$ cat config.mk
export PLATFORM = sky130hd
export DESIGN_NAME = multicast_receive_filter_unit
export DESIGN_NICKNAME = d
export VERILOG_FILES = /design/src/design/mrf_pkg.sv /design/src/design/multicast_receive_filter_unit.sv /design/src/design/mrf_ctrl.sv /design/src/design/mrf_datapath.sv
export SDC_FILE = /design/constraint.sdc
export NUM_CORES = 1
export LEC_CHECK = 0
export BUFFER_PORTS_ARGS = -buffer_cell sky130_fd_sc_hd__clkbuf_2
export CORE_UTILIZATION = 55
export CTS_CLUSTER_SIZE = 16
export DETAILED_ROUTE_END_ITERATION = 12
export PLACE_DENSITY = 0.79
export SLEW_MARGIN = 20
export SYNTH_ARGS = -nofsm -noshare
export SYNTH_HDL_FRONTEND = slang
export SYNTH_SLANG_ARGS = --single-unit
$ cat constraint.sdc
create_clock -name aclk -period 7.2 [get_ports aclk]
set_clock_uncertainty 0.2 [all_clocks]
set_input_delay 0.36 -clock aclk [delete_from_list [all_inputs] [get_ports aclk]]
set_output_delay 0.36 -clock aclk [all_outputs]
set_load 0.005 [all_outputs]
$ cat src/design/mrf_pkg.sv
// Package with the constants, codes and interface types of the multicast receive filter.
`default_nettype none
package mrf_pkg;

    localparam int TABLE_DEPTH = 16;
    localparam int ADDR_BITS   = 48;

    localparam int ADDR_W      = 48;
    localparam int ACTION_W    = 2;
    localparam int DTYPE_W     = 2;
    localparam int MODE_W      = 3;
    localparam int STATUS_W    = 2;
    localparam int S_TDATA_W   = 56;
    localparam int M_TDATA_W   = 8;
    localparam int APB_AW      = 3;
    localparam int APB_DW      = 32;

    localparam logic [ACTION_W-1:0] ACT_ADD      = 2'd0;
    localparam logic [ACTION_W-1:0] ACT_REMOVE   = 2'd1;
    localparam logic [ACTION_W-1:0] ACT_CLASSIFY = 2'd2;

    localparam logic [DTYPE_W-1:0] DT_UNICAST   = 2'd0;
    localparam logic [DTYPE_W-1:0] DT_BROADCAST = 2'd1;
    localparam logic [DTYPE_W-1:0] DT_MULTICAST = 2'd2;

    localparam int MODE_SAP_BIT   = 0;
    localparam int MODE_MULTI_BIT = 1;
    localparam int MODE_PHYS_BIT  = 2;
    localparam logic [MODE_W-1:0] MODE_MULTI_ONLY = 3'b010;

    localparam logic [STATUS_W-1:0] STATUS_OK        = 2'd0;
    localparam logic [STATUS_W-1:0] STATUS_NOT_FOUND = 2'd1;
    localparam logic [STATUS_W-1:0] STATUS_FULL      = 2'd2;
    localparam logic [STATUS_W-1:0] STATUS_UNUSED    = 2'd3;

    localparam logic REG_LINK_BOUND   = 1'b0;
    localparam logic REG_PROMISC_MODE = 1'b1;

    typedef struct packed {
        logic load;
        logic scan;
        logic commit;
    } mrf_cmd_t;

    typedef struct packed {
        logic scan_done;
        logic out_free;
    } mrf_sts_t;

endpackage
`default_nettype wire

$ cat src/design/multicast_receive_filter_unit.sv
// Top level of the multicast receive filter with its stream channels and register port.
//
// The block holds a table of TABLE_DEPTH multicast addresses and takes one
// transaction at a time: add, remove or classify. Every transaction walks the
// whole table through the single read port of the address memory, one entry
// per cycle, and then commits its result to the output register; a result
// waiting in the output register does not hold off the next transaction
// until the following one finishes its walk.
// The table is empty after reset with no clearing pass. The registers
// link_bound (byte address 0) and promisc_mode (byte address 4) should only
// be written while no transaction is in flight.
`default_nettype none
module multicast_receive_filter_unit #(
    parameter int TABLE_DEPTH = mrf_pkg::TABLE_DEPTH,
    parameter int ADDR_BITS   = mrf_pkg::ADDR_BITS
) (
    input  wire logic                            aclk,
    input  wire logic                            aresetn,
    // Bits from low: address[47:0], dest_type[49:48], from_promisc_path[50],
    // loopback[51], zero fill[55:52].
    input  wire logic [mrf_pkg::S_TDATA_W-1:0]   s_tdata,
    // Bits from low: action[1:0].
    input  wire logic [mrf_pkg::ACTION_W-1:0]    s_tuser,
    input  wire logic                            s_tvalid,
    output logic                                 s_tready,
    // Bits from low: accept[0], status[2:1], zero fill[7:3].
    output logic [mrf_pkg::M_TDATA_W-1:0]        m_tdata,
    output logic                                 m_tvalid,
    input  wire logic                            m_tready,
    input  wire logic                            psel,
    input  wire logic                            penable,
    input  wire logic                            pwrite,
    input  wire logic [mrf_pkg::APB_AW-1:0]      paddr,
    input  wire logic [mrf_pkg::APB_DW-1:0]      pwdata,
    output logic [mrf_pkg::APB_DW-1:0]           prdata,
    output logic                                 pready
);

    mrf_pkg::mrf_cmd_t cmd;
    mrf_pkg::mrf_sts_t sts;

    logic                          link_bound_reg;
    logic [mrf_pkg::MODE_W-1:0]    promisc_mode_reg;
    logic                          cfg_write;
    logic                          accept;
    logic [mrf_pkg::STATUS_W-1:0]  status;

    assign pready    = 1'b1;
    assign cfg_write = psel && penable && pwrite && pready;

    always_ff @(posedge aclk) begin
        if (!aresetn) begin
            link_bound_reg   <= 1'b0;
            promisc_mode_reg <= '0;
        end else if (cfg_write) begin
            if (paddr[2] == mrf_pkg::REG_LINK_BOUND) begin
                link_bound_reg <= pwdata[0];
            end else begin
                promisc_mode_reg <= pwdata[mrf_pkg::MODE_W-1:0];
            end
        end
    end

    always_comb begin
        unique case (paddr[2])
            mrf_pkg::REG_LINK_BOUND:   prdata = mrf_pkg::APB_DW'(link_bound_reg);
            mrf_pkg::REG_PROMISC_MODE: prdata = mrf_pkg::APB_DW'(promisc_mode_reg);
            default:                   prdata = '0;
        endcase
    end

    mrf_ctrl u_ctrl (
        .aclk     (aclk),
        .aresetn  (aresetn),
        .s_tvalid (s_tvalid),
        .s_tready (s_tready),
        .sts      (sts),
        .cmd      (cmd)
    );

    mrf_datapath #(
        .TABLE_DEPTH (TABLE_DEPTH),
        .ADDR_BITS   (ADDR_BITS)
    ) u_datapath (
        .aclk              (aclk),
        .aresetn           (aresetn),
        .cmd               (cmd),
        .sts               (sts),
        .action            (s_tuser),
        .address           (s_tdata[47:0]),
        .dest_type         (s_tdata[49:48]),
        .from_promisc_path (s_tdata[50]),
        .loopback          (s_tdata[51]),
        .link_bound        (link_bound_reg),
        .promisc_mode      (promisc_mode_reg),
        .m_tready          (m_tready),
        .m_tvalid          (m_tvalid),
        .accept            (accept),
        .status            (status)
    );

    assign m_tdata = {5'b0, status, accept};

endmodule
`default_nettype wire

$ cat src/design/mrf_ctrl.sv
// Controller state machine that sequences load, table scan and commit of each transaction.
`default_nettype none
module mrf_ctrl (
    input  wire logic             aclk,
    input  wire logic             aresetn,
    input  wire logic             s_tvalid,
    output logic                  s_tready,
    input  wire mrf_pkg::mrf_sts_t sts,
    output mrf_pkg::mrf_cmd_t     cmd
);

    localparam logic [1:0] ST_IDLE = 2'd0;
    localparam logic [1:0] ST_SCAN = 2'd1;
    localparam logic [1:0] ST_DONE = 2'd2;

    logic [1:0] state_reg;
    logic [1:0] state_next;

    always_ff @(posedge aclk) begin
        if (!aresetn) begin
            state_reg <= ST_IDLE;
        end else begin
            state_reg <= state_next;
        end
    end

    always_comb begin
        state_next = state_reg;
        cmd        = '0;
        s_tready   = 1'b0;
        unique case (state_reg)
            ST_IDLE: begin
                s_tready = 1'b1;
                if (s_tvalid) begin
                    cmd.load   = 1'b1;
                    state_next = ST_SCAN;
                end
            end
            ST_SCAN: begin
                cmd.scan = 1'b1;
                if (sts.scan_done) begin
                    state_next = ST_DONE;
                end
            end
            ST_DONE: begin
                if (sts.out_free) begin
                    cmd.commit = 1'b1;
                    state_next = ST_IDLE;
                end
            end
            default: begin
                state_next = ST_IDLE;
            end
        endcase
    end

endmodule
`default_nettype wire

$ cat src/design/mrf_datapath.sv
// Datapath with the address table, the scan compare logic, the frame decision and the result register.
`default_nettype none
module mrf_datapath #(
    parameter int TABLE_DEPTH = mrf_pkg::TABLE_DEPTH,
    parameter int ADDR_BITS   = mrf_pkg::ADDR_BITS
) (
    input  wire logic                          aclk,
    input  wire logic                          aresetn,
    input  wire mrf_pkg::mrf_cmd_t             cmd,
    output mrf_pkg::mrf_sts_t                  sts,
    input  wire logic [mrf_pkg::ACTION_W-1:0]  action,
    input  wire logic [mrf_pkg::ADDR_W-1:0]    address,
    input  wire logic [mrf_pkg::DTYPE_W-1:0]   dest_type,
    input  wire logic                          from_promisc_path,
    input  wire logic                          loopback,
    input  wire logic                          link_bound,
    input  wire logic [mrf_pkg::MODE_W-1:0]    promisc_mode,
    input  wire logic                          m_tready,
    output logic                               m_tvalid,
    output logic                               accept,
    output logic [mrf_pkg::STATUS_W-1:0]       status
);

    localparam int IDX_W = (TABLE_DEPTH > 1) ? $clog2(TABLE_DEPTH) : 1;
    localparam int CNT_W = $clog2(TABLE_DEPTH + 1);
    localparam int EXT_W = (ADDR_BITS > mrf_pkg::ADDR_W) ? ADDR_BITS : mrf_pkg::ADDR_W;
    localparam logic [CNT_W-1:0] CNT_END = CNT_W'(TABLE_DEPTH);

    logic [ADDR_BITS-1:0] entry_mem [TABLE_DEPTH];
    logic [TABLE_DEPTH-1:0] valid_reg;

    logic [ADDR_BITS-1:0]          key_reg;
    logic [mrf_pkg::ACTION_W-1:0]  action_reg;
    logic [mrf_pkg::DTYPE_W-1:0]   dtype_reg;
    logic                          via_promisc_reg;
    logic                          loopback_reg;

    logic [CNT_W-1:0]     issue_cnt_reg;
    logic                 cmp_pend_reg;
    logic [IDX_W-1:0]     cmp_idx_reg;
    logic [ADDR_BITS-1:0] rd_data_reg;
    logic                 found_reg;
    logic [IDX_W-1:0]     found_idx_reg;
    logic                 free_found_reg;
    logic [IDX_W-1:0]     free_idx_reg;

    logic                          m_tvalid_reg;
    logic                          accept_reg;
    logic [mrf_pkg::STATUS_W-1:0]  status_reg;

    logic [EXT_W-1:0]              addr_ext;
    logic [IDX_W-1:0]              issue_idx;
    logic                          issuing;
    logic                          hit;
    logic                          empty_slot;
    logic                          do_insert;
    logic                          do_delete;
    logic                          decision;
    logic [mrf_pkg::STATUS_W-1:0]  status_next;

    assign addr_ext   = EXT_W'(address);
    assign issue_idx  = issue_cnt_reg[IDX_W-1:0];
    assign issuing    = cmd.scan && (issue_cnt_reg != CNT_END);
    assign hit        = cmp_pend_reg && valid_reg[cmp_idx_reg] && (rd_data_reg == key_reg);
    assign empty_slot = cmp_pend_reg && !valid_reg[cmp_idx_reg];

    assign do_insert = cmd.commit && (action_reg == mrf_pkg::ACT_ADD) && !found_reg
                       && free_found_reg;
    assign do_delete = cmd.commit && (action_reg == mrf_pkg::ACT_REMOVE) && found_reg;

    always_comb begin
        priority if (!link_bound) begin
            decision = 1'b0;
        end else if ((promisc_mode != '0) && !via_promisc_reg
                     && !((promisc_mode == mrf_pkg::MODE_MULTI_ONLY)
                          && (dtype_reg != mrf_pkg::DT_MULTICAST))) begin
            decision = 1'b0;
        end else if (promisc_mode[mrf_pkg::MODE_PHYS_BIT]) begin
            decision = 1'b1;
        end else if ((promisc_mode != '0) && via_promisc_reg && loopback_reg) begin
            decision = 1'b0;
        end else if ((dtype_reg == mrf_pkg::DT_UNICAST)
                     || (dtype_reg == mrf_pkg::DT_BROADCAST)) begin
            decision = 1'b1;
        end else if (dtype_reg == mrf_pkg::DT_MULTICAST) begin
            decision = promisc_mode[mrf_pkg::MODE_MULTI_BIT] || found_reg;
        end else begin
            decision = 1'b0;
        end
    end

    always_comb begin
        status_next = mrf_pkg::STATUS_OK;
        if ((action_reg == mrf_pkg::ACT_ADD) && !found_reg && !free_found_reg) begin
            status_next = mrf_pkg::STATUS_FULL;
        end else if ((action_reg == mrf_pkg::ACT_REMOVE) && !found_reg) begin
            status_next = mrf_pkg::STATUS_NOT_FOUND;
        end
    end

    always_ff @(posedge aclk) begin
        if (do_insert) begin
            entry_mem[free_idx_reg] <= key_reg;
        end
        if (issuing) begin
            rd_data_reg <= entry_mem[issue_idx];
        end
        if (cmd.load) begin
            key_reg         <= addr_ext[ADDR_BITS-1:0];
            action_reg      <= action;
            dtype_reg       <= dest_type;
            via_promisc_reg <= from_promisc_path;
            loopback_reg    <= loopback;
        end
        if (issuing) begin
            cmp_idx_reg <= issue_idx;
        end
        if (hit && !found_reg) begin
            found_idx_reg <= cmp_idx_reg;
        end
        if (empty_slot && !free_found_reg) begin
            free_idx_reg <= cmp_idx_reg;
        end
        if (cmd.commit) begin
            accept_reg <= (action_reg == mrf_pkg::ACT_CLASSIFY) && decision;
            status_reg <= status_next;
        end
    end

    always_ff @(posedge aclk) begin
        if (!aresetn) begin
            valid_reg      <= '0;
            issue_cnt_reg  <= '0;
            cmp_pend_reg   <= 1'b0;
            found_reg      <= 1'b0;
            free_found_reg <= 1'b0;
            m_tvalid_reg   <= 1'b0;
        end else begin
            if (cmd.load) begin
                issue_cnt_reg  <= '0;
                cmp_pend_reg   <= 1'b0;
                found_reg      <= 1'b0;
                free_found_reg <= 1'b0;
            end else if (cmd.scan) begin
                cmp_pend_reg <= issuing;
                if (issuing) begin
                    issue_cnt_reg <= issue_cnt_reg + CNT_W'(1);
                end
                if (hit) begin
                    found_reg <= 1'b1;
                end
                if (empty_slot) begin
                    free_found_reg <= 1'b1;
                end
            end
            if (do_insert) begin
                valid_reg[free_idx_reg] <= 1'b1;
            end
            if (do_delete) begin
                valid_reg[found_idx_reg] <= 1'b0;
            end
            if (cmd.commit) begin
                m_tvalid_reg <= 1'b1;
            end else if (m_tready) begin
                m_tvalid_reg <= 1'b0;
            end
        end
    end

    assign sts.scan_done = (issue_cnt_reg == CNT_END) && !cmp_pend_reg;
    assign sts.out_free  = !m_tvalid_reg || m_tready;

    assign m_tvalid = m_tvalid_reg;
    assign accept   = accept_reg;
    assign status   = status_reg;

endmodule
`default_nettype wire

==> results of run 1 <==
==> logic make-up after synthesis <==
kind of cell | count (synthesis) | share of synthesized area
buffers and inverters | 109 | 0.0224
multiplexers | 251 | 0.170
adder cells (fa/ha/maj) | 2 | 0.000709
AO/OA/AOI/OAI | 41 | 0.0100
other | 2 | 0.000213
AND/OR/NAND/NOR | 103 | 0.0155
flip-flops | 916 | 0.771
XOR/XNOR | 40 | 0.00993
==> metal layers <==
| layer | track usage | vias up | routed length, um |
|---|---|---|---|
| li1 | - | 6627 | - |
| met1 | 0.328 | 8579 | 29200 |
| met2 | 0.414 | 936 | 39100 |
| met3 | 0.0411 | 142 | 6240 |
| met4 | 0.0650 | 0 | 1780 |
| met5 | 0 | - | 0 |
==> worst register-to-register path: cells and delay by family (launching register included) <==
kind | cells | cell delay [ns]
AND/OR/NAND/NOR | 4 | 2.29
flip-flops | 1 | 0.74
XOR/XNOR | 1 | 0.29
==> cell usage in the layout, fill, tap and decap left out, types with 22 or more instances in the layout <==
master	instances
dlygate4sd3_1	60
mux4_1	114
clkbuf_2	72
edfxtp_1	885
dfxtp_1	27
conb_1	35
buf_4	22
clkbuf_1	27
clkbuf_16	91
mux4_2	130
==> final timing paths <==
check	depth (start not counted)	slack (ns)	to
max	5	3.37	u_datapath.found_idx_reg[0]
min	4	0.05	promisc_mode_reg[2]
max reg2reg	5	3.37	u_datapath.found_idx_reg[0]
min reg2reg	1	0.33	u_datapath.valid_reg[3]
==> repair_timing <==
action,in CTS,in global routing
gates resized for setup,0,0
endpoints found under the hold margin,59,0
hold buffers,60,0
==> cell type report <==
class	count	area, um2	share of cell area
sequential	916	27200	0.682
multi-input combinational	472	7530	0.189
clock buffer	118	2380	0.0596
timing repair buffer	158	1220	0.0306
tap	846	1060	0.0265
clock inverter	44	457	0.0114
inverter	14	52.6	0.00132
==> power by group through the flow <==
stage | clock (mW) | combinational, mW | sequential, mW
after detailed placement | 0 | 0.381 | 6.20
final | 4.57 | 0.411 | 6.09
after floorplan | 0 | 0.326 | 6.13
after CTS | 4.62 | 0.412 | 6.09
after global routing | 4.83 | 0.438 | 6.10
after global placement | 0 | 0.374 | 6.18
==> per-stage QoR <==
stage               power (mW)  cell area (um2)   util  std cells
floorplan                 6.46            35400      -       1497
global placement          6.56            36400  0.576       2343
detailed placement        6.58            36400  0.576       2343
CTS                       11.1            39800  0.630       2565
global route              11.4            39900  0.632       2568
finish                    11.1            39900  0.632       2568
==> results_dict.tcl, run 1 <==
set metrics [dict create \
    status "completed" \
    ant_nets 0 \
    path_common_cell "nor4_1" \
    cp-start-kind "flop" \
    pwr-share-seq 0.550 \
    fin_ws_ns 3.37 \
    rows 92 \
    drv_slew 0 \
    cp.buffers_inverters 0 \
    dp.final_hpwl_um 35700 \
    die-area_um2 65100 \
    p_switching_mw 2.32 \
    cp_max_fo 17 \
    diodes 0 \
    reg2reg_from "u_datapath.key_reg[34]" \
    place_ws_ns 3.38 \
    grt_max_degree 96 \
    critPathKind "flop to flop" \
    wl_per_cell_um 29.7 \
    required_ns 7.33 \
    worst_pin_slew_ns 1.15 \
    slowest_stage "nor4_1" \
    drc 0 \
    drt_pre_antenna_iters 5 \
    synthArstFlopShare 0 \
    nFillCells 3997 \
    rsz0062_at_grt "false" \
    yosys_most_used_dff "edfxtp_1" \
    clkLatencyLatePin_ns 0.66 \
    synth_seq_area_share 0.771 \
    ys_warn_count 0 \
    worstSetupEndpointType "flop" \
    start_util 0.558 \
    cts_num_sinks 916 \
    pwr-share-comb 0.037 \
    cts-buffers-inserted 89 \
    syn_area_per_cell_um2 24.1 \
    cts_buffer_depth 3 \
    cap_viol_max_count 0 \
    hold_slack_ns 0.0464 \
    synth_edf_count 885 \
    track_usage 0.243 \
    vias 16284 \
    die_w_um 255 \
    area_delta_synth_final_pct 13.2 \
    clkPwrFrac 0.413 \
    p_leak_nw 12.6 \
    cts_tree "yes" \
    synth_cells 1464 \
    synth_seq_cells 916 \
    finalWirelength_um 76300 \
    drive_gt1_frac 0.223 \
    cts_setup_buffers 0 \
    gr-total-overflow 0 \
    path_clk_slew_ns 0.06 \
    finalHoldViolations 0 \
    p_sw_frac 0.209 \
    drtIter0Drc 1901 \
    netlist_top_cells_area "edfxtp_1 75%, mux4_1 8.5%, mux4_2 8.3%, dfxtp_1 1.8%, buf_4 0.77%" \
    fin_nets 1753 \
    synth_area_um2 35300 \
    h-tree-depth 3 \
    netlist.area_leader.share 0.754 \
    worst_ep_arrival_time_ns 3.96 \
    slew_headroom 0.235 \
    synth_common_cells "885 x edfxtp_1, 130 x mux4_2, 114 x mux4_1" \
    cp_slowest_stage_delay_ns 0.87 \
    powerDensity_nw_per_um2 278 \
    grt_pass1_wl_um 111000 \
    largest_reg_flops 768 \
    critical_path.top_delay_family "simple AND/OR/NAND/NOR gates" \
    die_h_um 255 \
    synthMostInstantiatedCell "edfxtp_1" \
    internal-power_mw 8.76 \
    cts_root_buf "clkbuf_16" \
    min_from "pwrite" \
    ios 143 \
    vdd.ir_drop.worst_mv 0.212 \
    finalCritPeriodShare 0.531 \
    synth_area_leader_cell "edfxtp_1" \
    antenna_found_initial 0 \
    gp_congestion 0.805 \
    first_global_vias 16725 \
    path_cells "xor2_1 > nor4_1 > nand4_1 > nor4_1 > and4_1" \
    viasPerCell 6.34 \
    min_period_ns 3.83 \
    yosysUniqueCellTypes 50 \
    setup_tns_ns 0 \
    cp-startpoint "u_datapath.key_reg[34]" \
    setup_viol 0 \
    fmax_ghz 0.261 \
    coreArea_um2 63200 \
    io_buffers 72 \
    hp-class "primary input to flop" \
]
(Power assumes the default switching activity.)
==> inputs of run 2 (changes only) <==
==> constraint.sdc (replaced) <==
create_clock -name aclk -period 3.99 [get_ports aclk]
set_clock_uncertainty 0.2 [all_clocks]
set_input_delay 0.1995 -clock aclk [delete_from_list [all_inputs] [get_ports aclk]]
set_output_delay 0.1995 -clock aclk [all_outputs]
set_load 0.005 [all_outputs]
==> run 2 against run 1 <==
Setup slack lost 2.5 ns; hold slack gained 0.0090 ns; combinational power grew 98%; critical path depth grew 1; critical path type unchanged; critical endpoint is now u_datapath.entry_mem[5][27].
==> results_dict.tcl, run 2 (same netlist as run 1, synthesis figures left out) <==
set metrics [dict create \
    area_delta_synth_final_pct 14.5 \
    required_ns 4.10 \
    cts-buffers-inserted 88 \
    final_cell_mix "885 x edfxtp_1, 130 x mux4_2, 114 x mux4_1" \
    antenna_found_initial 1 \
    cts_resized 0 \
    ios 143 \
    fin_nets 1781 \
    wl_per_cell_um 29.5 \
    start_util 0.558 \
    finalHoldViolations 0 \
    rows 92 \
    vias 16281 \
    drtIter0Drc 1938 \
    coreArea_um2 63200 \
    cp-start-kind "flop" \
    dp.final_hpwl_um 37900 \
    final_common_cell "edfxtp_1" \
    hold_depth 2 \
    p_leak_nw 12.8 \
    powerDensity_nw_per_um2 493 \
    setup_viol 0 \
    cts_buffer_depth 3 \
    gr-total-overflow 0 \
    drv_slew 0 \
    grt_pass1_wl_um 111000 \
    drc 0 \
    rsz0062_at_grt "false" \
    cts_root_buf "clkbuf_16" \
    first_global_vias 16587 \
    place_ws_ns 0.910 \
    grt_max_degree 79 \
    gp_congestion 0.810 \
    worst_pin_slew_ns 0.854 \
    cts_setup_buffers 0 \
    placed_area_um2 36900 \
    slew_headroom 0.431 \
    finalCritPeriodShare 0.786 \
    postLayoutCellArea_um2 40400 \
    track_usage 0.243 \
    min_period_ns 3.14 \
    hp-class "primary input to flop" \
    status "completed" \
    worstSetupEndpointType "flop" \
    worst_ep_arrival_time_ns 3.25 \
    fmax_ghz 0.319 \
    die_w_um 255 \
    cts_tree "yes" \
    die_h_um 255 \
    die-area_um2 65100 \
    nFillCells 3896 \
    io_buffers 72 \
    cap_viol_max_count 0 \
    path_clk_slew_ns 0.06 \
    reg2reg_depth 6 \
    critPathKind "flop to flop" \
    largest_reg_flops 768 \
    drt_pre_antenna_iters 5 \
    finalWirelength_um 76500 \
    setup_tns_ns 0 \
    viasPerCell 6.27 \
    vdd.ir_drop.worst_mv 0.362 \
    clkLatencyLatePin_ns 0.66 \
    ant_nets 0 \
    diodes 0 \
    fin_ws_ns 0.854 \
    drive_gt1_frac 0.231 \
    h-tree-depth 3 \
    cp_max_fo 15 \
    cts_num_sinks 916 \
]
-- run 2: what timing repair did --
action,4_1_cts,5_1_grt
endpoints found under the setup margin,0,0
hold buffers,69,0
endpoints found under the hold margin,77,0
-- run 2: stage by stage --
| step | hold WS [ns] | power, mW | std cells | utilization |
|---|---|---|---|---|
| 2_1_floorplan | 0.0984 | 11.7 | 1497 | - |
| 3_3_place_gp | 0.177 | 11.9 | 2366 | 0.584 |
| 3_5_place_dp | 0.178 | 11.9 | 2366 | 0.584 |
| 4_1_cts | 0.0255 | 20.0 | 2596 | 0.639 |
| 5_1_grt | 0.0437 | 20.4 | 2596 | 0.639 |
| 6_report | 0.0554 | 19.9 | 2596 | 0.639 |
-- run 2: final cells by class --
type | instances | area [um2] | area share
clock buffers | 107 | 2330 | 0.0576
inverters | 14 | 52.6 | 0.00130
multi-input cells | 472 | 7560 | 0.187
flip-flops and latches | 916 | 27200 | 0.674
clock inverters | 54 | 472 | 0.0117
repair buffers | 187 | 1700 | 0.0420
well taps | 846 | 1060 | 0.0262
-- run 2: report_power, final --
part | switching, mW | total (mW) | internal [mW]
sequential | 0.221 | 11.0 | 10.7
combinational | 0.398 | 0.815 | 0.417
clock | 3.56 | 8.12 | 4.56
-- run 2: worst max-delay path, cell delays in order (launching register included) --
cell	delay, ns
dfxtp_1	0.34
nand2b_1	0.18
nor2b_1	0.43
and3_1	0.28
nand3b_1	0.32
nor2_4	0.63
buf_4	0.42
-- run 2: layer usage --
metal | GRT usage | wire (um) | up-vias
met5 | 0 | 0 | -
met4 | 0.0958 | 2770 | 0
met3 | 0.0427 | 5940 | 188
met2 | 0.395 | 38100 | 899
met1 | 0.332 | 29700 | 8518
li1 | - | - | 6676
-- run 2: path summary, 6_finish.rpt --
check / slack [ns] / to / startpoint
worst min register to register: 0.29 / u_datapath.free_idx_reg[2] / u_datapath.cmp_idx_reg[2]
worst max-delay path: 0.85 / u_datapath.entry_mem[5][27] / u_ctrl.state_reg[0]
worst max register to register: 0.85 / u_datapath.entry_mem[5][27] / u_ctrl.state_reg[0]
worst min-delay path: 0.06 / u_datapath.key_reg[7] / s_tdata[7]
==> inputs of run 3 (changes only) <==
==> constraint.sdc (replaced) <==
create_clock -name aclk -period 2.9 [get_ports aclk]
set_clock_uncertainty 0.2 [all_clocks]
set_input_delay 0.145 -clock aclk [delete_from_list [all_inputs] [get_ports aclk]]
set_output_delay 0.145 -clock aclk [all_outputs]
set_load 0.005 [all_outputs]
==> run 3 against run 2 <==
First-iteration DRC count shrank 5.5%; sequential share of layout area fell by 2.0 points; sequential power grew 36%; critical path type unchanged; largest cell class unchanged; largest power group unchanged; highest routed layer unchanged.
==> results_dict.tcl, run 3 (same netlist as run 1, synthesis figures left out) <==
set metrics [dict create \
    die_w_um 255 \
    worst_pin_slew_ns 0.854 \
    required_ns 3.03 \
    vias 17001 \
    drv_slew 0 \
    critPathKind "flop to flop" \
    nFillCells 3789 \
    multi_input_area_um2 7620 \
    cts_num_sinks 916 \
    io_buffers 72 \
    viasPerCell 6.32 \
    cap_viol_max_count 0 \
    seq_area_um2 27200 \
    gp_congestion 0.817 \
    largest_reg_flops 768 \
    p_leak_nw 13.4 \
    pwr-share-comb 0.049 \
    clkPwrFrac 0.420 \
    p_switching_mw 5.90 \
    ios 143 \
    cp-start-kind "flop" \
    rsz0062_at_grt "false" \
    clkLatencyLatePin_ns 0.65 \
    slew_headroom 0.430 \
    cts_buffer_depth 3 \
    fmax_ghz 0.351 \
    powerDensity_nw_per_um2 677 \
    cts-buffers-inserted 90 \
    h-tree-depth 3 \
    die_h_um 255 \
    rows 92 \
    worstSetupEndpointType "flop" \
    fin_nets 1868 \
    dp.final_hpwl_um 42500 \
    grt_max_degree 53 \
    diodes 0 \
    gr-total-overflow 0 \
    start_util 0.558 \
    final_cell_mix "885 x edfxtp_1, 130 x mux4_2, 114 x mux4_1" \
    worst_ep_arrival_time_ns 2.98 \
    die-area_um2 65100 \
    final_common_cell "edfxtp_1" \
    coreArea_um2 63200 \
    hp-class "primary input to flop" \
    internal-power_mw 22.3 \
    first_global_vias 17506 \
    finalWirelength_um 81500 \
    finalHoldViolations 0 \
    drc 0 \
    antenna_found_initial 0 \
    path_clk_slew_ns 0.06 \
    finalCritPeriodShare 0.984 \
    p_sw_frac 0.209 \
    vdd.ir_drop.worst_mv 0.500 \
    pwr-share-seq 0.531 \
    hold_depth 2 \
    cp_max_fo 18 \
    track_usage 0.260 \
    drive_gt1_frac 0.269 \
    hold_slack_ns 0.0176 \
    status "completed" \
    setup_tns_ns 0 \
    reg2reg_depth 5 \
    drt_pre_antenna_iters 7 \
    ant_nets 0 \
    cts_tree "yes" \
    area_delta_synth_final_pct 18.0 \
    setup_viol 0 \
    wl_per_cell_um 30.3 \
    cts_root_buf "clkbuf_16" \
    grt_pass1_wl_um 118000 \
    drtIter0Drc 1831 \
    min_period_ns 2.85 \
]
## run 3: timing repair
| item | in CTS | in global routing |
|---|---|---|
| buffers inserted | 3 | 0 |
| gates resized for setup | 4 | 1 |
| hold buffers | 82 | 0 |
| hold endpoints to repair | 99 | 0 |
| pin swaps | 0 | 2 |
| endpoints found under the setup margin | 5 | 4 |
## run 3: path summary, 6_finish.rpt
kind	startpoint	to	slack [ns]
worst max-delay path	u_datapath.key_reg[9]	u_datapath.found_idx_reg[1]	0.05
worst min register to register	u_datapath.cmp_idx_reg[2]	u_datapath.free_idx_reg[2]	0.32
worst min-delay path	s_tdata[30]	u_datapath.key_reg[30]	0.02
worst max register to register	u_datapath.key_reg[9]	u_datapath.found_idx_reg[1]	0.05
## run 3: metrics by stage
stage | total power [mW] | util | instance area (um2) | setup WS (ns) | std cells
2_1_floorplan | 16.0 | - | 35500 | -0.0548 | 1497
3_3_place_gp | 16.4 | 0.597 | 37700 | -0.362 | 2435
3_5_place_dp | 16.5 | 0.597 | 37700 | -0.471 | 2435
4_1_cts | 28.3 | 0.658 | 41600 | 0.0384 | 2688
5_1_grt | 28.9 | 0.659 | 41600 | 0.00774 | 2688
6_report | 28.2 | 0.659 | 41600 | 0.0473 | 2688
## run 3: worst max-delay path, cell delays in order (launching register included)
cell and delay, ns:
edfxtp_1 0.73, nor2b_1 0.11, a2111o_1 0.42, a2111oi_0 0.40, and4_1 0.35, and4_1 0.33
## run 3: power groups by stage
stage / registers, mW / clock network, mW / logic [mW]
floorplan: 15.2 / 0 / 0.817
global placement: 15.2 / 0 / 1.22
detailed placement: 15.2 / 0 / 1.26
CTS: 15.0 / 11.9 / 1.38
global route: 15.0 / 12.4 / 1.46
finish: 15.0 / 11.8 / 1.38
## run 3: routing by layer
metal	track usage	share of wire
met4	0.102	0.038
met3	0.0481	0.078
met1	0.336	0.37
met5	0	0
met2	0.440	0.51
## run 3: layout make-up
class	instances	share of cell area
Sequential cell	916	0.654
Multi-Input combinational cell	472	0.183
Timing Repair Buffer	272	0.0644
Clock buffer	108	0.0578
Tap cell	846	0.0254
Clock inverter	60	0.0143
Inverter	14	0.00126
